File: src/rtl/mlk_pkg.sv
// ----------------------------------------------------------------------------
// mlk_pkg
// Shared types, constants and the Morse pattern table of the letter keyer.
// ----------------------------------------------------------------------------
package mlk_pkg;

  localparam int unsigned DIT_W  = 24;
  localparam int unsigned DUR_W  = 26;
  localparam int unsigned CHAR_W = 8;
  localparam int unsigned SYM_W  = 2;

  localparam logic [DIT_W-1:0]  DIT_RESET   = 24'd1000;
  localparam logic [CHAR_W-1:0] FIRST_CHAR  = 8'd44;   // comma
  localparam logic [CHAR_W-1:0] LAST_CHAR   = 8'd90;   // upper-case Z
  localparam logic [CHAR_W-1:0] LOWER_FIRST = 8'd97;   // lower-case a
  localparam logic [CHAR_W-1:0] LOWER_LAST  = 8'd122;  // lower-case z
  localparam logic [CHAR_W-1:0] CASE_OFFSET = 8'd32;

  // Symbol codes on the segment channel.
  localparam logic [SYM_W-1:0] SYM_GAP  = 2'd0;
  localparam logic [SYM_W-1:0] SYM_DOT  = 2'd1;
  localparam logic [SYM_W-1:0] SYM_DASH = 2'd2;

  // One pattern: symbol count and dash flags, first symbol in bit 0.
  typedef struct packed {
    logic [2:0] len;
    logic [5:0] dash;
  } pattern_t;

  // Request to the shared duration unit.
  typedef struct packed {
    logic             start;
    logic [DIT_W-1:0] dit;
  } dur_req_t;

  // Pattern table indexed by character code minus comma.
  function automatic pattern_t pattern_lookup(input logic [5:0] idx);
    pattern_t p;
    case (idx)
      6'd0:  p = '{3'd6, 6'b110011};  // comma
      6'd1:  p = '{3'd6, 6'b100001};  // minus
      6'd2:  p = '{3'd6, 6'b101010};  // period
      6'd3:  p = '{3'd5, 6'b001001};  // slash
      6'd4:  p = '{3'd5, 6'b011111};  // 0
      6'd5:  p = '{3'd5, 6'b011110};  // 1
      6'd6:  p = '{3'd5, 6'b011100};  // 2
      6'd7:  p = '{3'd5, 6'b011000};  // 3
      6'd8:  p = '{3'd5, 6'b010000};  // 4
      6'd9:  p = '{3'd5, 6'b000000};  // 5
      6'd10: p = '{3'd5, 6'b000001};  // 6
      6'd11: p = '{3'd5, 6'b000011};  // 7
      6'd12: p = '{3'd5, 6'b000111};  // 8
      6'd13: p = '{3'd5, 6'b001111};  // 9
      6'd14: p = '{3'd6, 6'b000111};  // colon
      6'd15: p = '{3'd6, 6'b010101};  // semicolon
      6'd17: p = '{3'd5, 6'b010001};  // equals
      6'd19: p = '{3'd6, 6'b001100};  // question mark
      6'd21: p = '{3'd2, 6'b000010};  // A
      6'd22: p = '{3'd4, 6'b000001};  // B
      6'd23: p = '{3'd4, 6'b000101};  // C
      6'd24: p = '{3'd3, 6'b000001};  // D
      6'd25: p = '{3'd1, 6'b000000};  // E
      6'd26: p = '{3'd4, 6'b000100};  // F
      6'd27: p = '{3'd3, 6'b000011};  // G
      6'd28: p = '{3'd4, 6'b000000};  // H
      6'd29: p = '{3'd2, 6'b000000};  // I
      6'd30: p = '{3'd4, 6'b001110};  // J
      6'd31: p = '{3'd3, 6'b000101};  // K
      6'd32: p = '{3'd4, 6'b000010};  // L
      6'd33: p = '{3'd2, 6'b000011};  // M
      6'd34: p = '{3'd2, 6'b000001};  // N
      6'd35: p = '{3'd3, 6'b000111};  // O
      6'd36: p = '{3'd4, 6'b000110};  // P
      6'd37: p = '{3'd4, 6'b001011};  // Q
      6'd38: p = '{3'd3, 6'b000010};  // R
      6'd39: p = '{3'd3, 6'b000000};  // S
      6'd40: p = '{3'd1, 6'b000001};  // T
      6'd41: p = '{3'd3, 6'b000100};  // U
      6'd42: p = '{3'd4, 6'b001000};  // V
      6'd43: p = '{3'd3, 6'b000110};  // W
      6'd44: p = '{3'd4, 6'b001001};  // X
      6'd45: p = '{3'd4, 6'b001101};  // Y
      6'd46: p = '{3'd4, 6'b000011};  // Z
      // Less-than, greater-than, at sign and unused codes have no symbols.
      default: p = '{3'd0, 6'b000000};
    endcase
    return p;
  endfunction

endpackage

File: src/rtl/mlk_dur.sv
// ----------------------------------------------------------------------------
// mlk_dur
// Shared duration adder: forms three dit lengths as dit plus twice dit.
// ----------------------------------------------------------------------------
module mlk_dur import mlk_pkg::*; (
  input  logic             clk,
  input  dur_req_t         req,
  output logic [DUR_W-1:0] triple
);

  // The sum is captured once per character and held for all dashes and the closing pause.
  always_ff @(posedge clk) begin
    if (req.start) begin
      triple <= {2'b00, req.dit} + {1'b0, req.dit, 1'b0};
    end
  end

endmodule

File: config.mk
export PLATFORM = sky130hd
export DESIGN_NAME = mlk_dur
export DESIGN_NICKNAME = d
export VERILOG_FILES = /design/src/rtl/mlk_pkg.sv /design/src/rtl/mlk_dur.sv
export SDC_FILE = /design/constraint.sdc
export NUM_CORES = 1
export LEC_CHECK = 0
export BUFFER_PORTS_ARGS = -buffer_cell sky130_fd_sc_hd__buf_2
export CAP_MARGIN = 20
export CORE_UTILIZATION = 25
export DETAILED_ROUTE_END_ITERATION = 12
export HOLD_SLACK_MARGIN = 0.1
export PLACE_DENSITY_LB_ADDON = 0.25
export SLEW_MARGIN = 30
export SYNTH_ARGS = -nofsm -noshare
export SYNTH_HDL_FRONTEND = slang
export SYNTH_SLANG_ARGS = --single-unit
File: constraint.sdc
create_clock -name clk -period 4.1 [get_ports clk]
set_input_delay 0.82 -clock clk [delete_from_list [all_inputs] [get_ports clk]]
set_output_delay 0.82 -clock clk [all_outputs]
set_load 0.01 [all_outputs]
==> results.sh <==
export IMPL_status="finished, final reports clean"
export IMPL_drt_pass1_iterations=4
export IMPL_vias=1597
export IMPL_seqPwrFrac_pct=45.0
export IMPL_worstSetupEndpointType="flip-flop"
export IMPL_post_cts_buffers=0
export IMPL_gr_usage_met3_pct=1.41
export IMPL_swShare_pct=32.2
export IMPL_overflow=0
export IMPL_synth_compound_area_share_pct=23.0
export IMPL_startpoint="req[1]"
export IMPL_p_comb_share_pct=36.7
export IMPL_slew_viol_final=0
export IMPL_powerDensity_nw_per_um2=325
export IMPL_seq_area_frac_synth_pct=38.5
export IMPL_power_leakage_uw=0.00107
export IMPL_min_path_type="input port to flip-flop"
export IMPL_cp_required_ns=4.12
export IMPL_postCtsHoldBufs=0
export IMPL_rows=32
export IMPL_route_detailed_drc=0
export IMPL_final_layout_size_suffix_gt1_share_pct=27.9
export IMPL_viasPerCell=4.67
export IMPL_syn_nets=240
export IMPL_pin_count=52
export IMPL_num_antenna_cells=0
export IMPL_synth_adder_area_share_pct=16.4
export IMPL_max_cap_viol_count=0
export IMPL_grt_met2_usage_pct=16.1
export IMPL_maxSlewHeadroom_pct=60.3
export IMPL_drt_initial_drc_count=74
export IMPL_worst_setup_path_type="input port to flip-flop"
export IMPL_max_freq_ghz=0.354
export IMPL_cts_sinks=26
export IMPL_muxShareOfSynthArea_pct=0.494
export IMPL_start_util_pct=26.1
export IMPL_synth_warnings=0
export IMPL_drt_wl_total_microns=4400
export IMPL_synth_cells=188
export IMPL_n_fill_cell=826
export IMPL_cts_tree="done"
export IMPL_cts_resized=0
export IMPL_crit_arrival_ns=2.84
export IMPL_crit_path_max_fanout=4
export IMPL_switchingPower_uw=256
export IMPL_hp_start="req[0]"
export IMPL_largest_register="triple"
export IMPL_p_int_uw=540
export IMPL_grt_max_degree=27
export IMPL_fin_nets=293
export IMPL_grt_usage_pct=10.4
export IMPL_busiest_layer="met2"
export IMPL_root_buffer="clkbuf_8"
export IMPL_syn_area_sq_um=2030
export IMPL_setup_violations=0
export IMPL_synth_xor_area_share_pct=9.07
export IMPL_gr_usage_met1_pct=14.7
export IMPL_antenna_left=0
export IMPL_top_regs="triple x26"
export IMPL_die_w_microns=92.1
export IMPL_syn2layout_area_growth_pct=20.5
export IMPL_dp_hpwl_microns=3620
export IMPL_synth_top_family_by_area="compound AO/OA/AOI/OAI gates"
export IMPL_die_h_microns=92.1
export IMPL_place_congestion=0.829
export IMPL_synth_seq_cells=26
export IMPL_grt_pass1_vias=1511
export IMPL_synthSimpleGateAreaFrac_pct=10.9
export IMPL_setup_tns_final_ns=0
export IMPL_min_period_ns=2.82
export IMPL_largest_reg_flops=26
export IMPL_ys_types=42
export IMPL_clockBufferDepth=2
export IMPL_htreeDepth=1
export IMPL_clk_pin_slew_worst_paths_ns=0.09
export IMPL_wire_per_inst_microns=12.9
export IMPL_critPathLaunchType="input port"
export IMPL_rsz0062_at_grt="no"
export IMPL_period_share_pct=68.8
export IMPL_tightest_slew_ns=0.596
export IMPL_syn_avg_cell_area_sq_um=10.8
export IMPL_cts_buffers=3
export IMPL_core_area_sq_um=7770
export IMPL_max_vdd_ir_drop_uv=122
export IMPL_finalHoldViolCount=0
export IMPL_antenna_found_initial=0
export IMPL_die_area_sq_um=8480
export IMPL_clock_power_share_pct=18.3
export IMPL_timing_hold_ws_ns=0.744
export IMPL_place_port_buffers=51
export IMPL_grt_first_pass_wirelength_microns=7110
stage by stage:
step	cell area (sq um)	util (%)	total power, uW	worst slack [ns]	instances
global placement	2400	30.9	658	1.03	338
finish	2440	31.5	796	1.28	342
detailed placement	2400	30.9	658	0.984	338
floorplan	2030	-	559	1.26	188
CTS	2440	31.5	802	1.28	342
global route	2440	31.5	843	1.16	342
power groups by stage:
| stage | clock network [uW] | logic (uW) | registers [uW] |
|---|---|---|---|
| floorplan | 0 | 171 | 388 |
| global placement | 0 | 294 | 364 |
| detailed placement | 0 | 293 | 365 |
| CTS | 149 | 295 | 359 |
| global route | 158 | 323 | 362 |
| finish | 146 | 292 | 358 |
cell usage in the layout (no fill, tap or decap), drive strengths merged, types with 3 or more instances in the layout:
cell	count
buf	51
edfxtp	26
ha	25
a21oi	23
nand2	12
xnor2	12
a21o	11
nand3	9
xor2	9
o21ai	7
inv	6
o21bai	6
a31oi	6
nor3	5
nor2	3
clkbuf	3
o31ai	3
area by class of cell:
class                           count  area, sq um  area share [%]
Clock inverter                      1         3.75           0.154
Timing Repair Buffer               51          255            10.4
Inverter                            6         22.5           0.921
Tap cell                          102          128            5.22
Multi-Input combinational cell    153         1210            49.6
Clock buffer                        3         41.3            1.69
Sequential cell                    26          781            31.9
kinds of logic (layout without fill, tap and decap cells):
family | Yosys count | in the layout
fa+ha+maj | 26 | 26
simple gates | 41 | 41
xor+xnor | 21 | 21
flops | 26 | 26
compound gates | 64 | 64
buf+inv | 9 | 61
mux | 1 | 1
cell usage after synthesis (all sizes together):
cell      n  area share (%)
a2111oi   2             1.2
a211o     1            0.43
a21boi    1            0.37
a21o     11             4.1
a21oi    23             6.6
a31oi     6             2.2
and2      2            0.62
and3      2            0.86
clkbuf    3            0.56
edfxtp   26              38
fa        1            0.99
ha       25              15
inv       6             1.1
mux2i     1            0.49
nand2    12             2.2
nand3     9             2.2
nand3b    1            0.37
nor2      3            0.56
nor2b     2            0.62
nor3      5             1.5
nor3b     2            0.99
o211ai    1            0.37
o21ai     7             1.9
o21bai    6             2.2
o22ai     1            0.31
o31ai     3             1.6
o41ai     2             1.8
or2       1            0.31
or3       2            0.62
xnor2    12             5.2
xor2      9             3.9
per-layer routing:
layer / part of all wire, % / vias to the layer above
li1: - / 822
met1: 51 / 732
met2: 44 / 41
met3: 4.5 / 2
met4: 0.91 / 0
met5: 0 / -
critical path, cell delays in order:
cell     delay (ns)
buf_2          0.12
ha_1           0.20
fa_1           0.40
a21oi_1        0.24
o31ai_2        0.11
nor3b_2        0.18
or2_2          0.33
o21ai_0        0.20
a21oi_1        0.10
xor2_1         0.14
path summary, 6_finish.rpt:
path	end	slack [ns]	cells past startpoint
max	triple[19]	1.28	10
min	triple[0]	0.74	1
No activity file was read; power rests on OpenSTA's default activity.
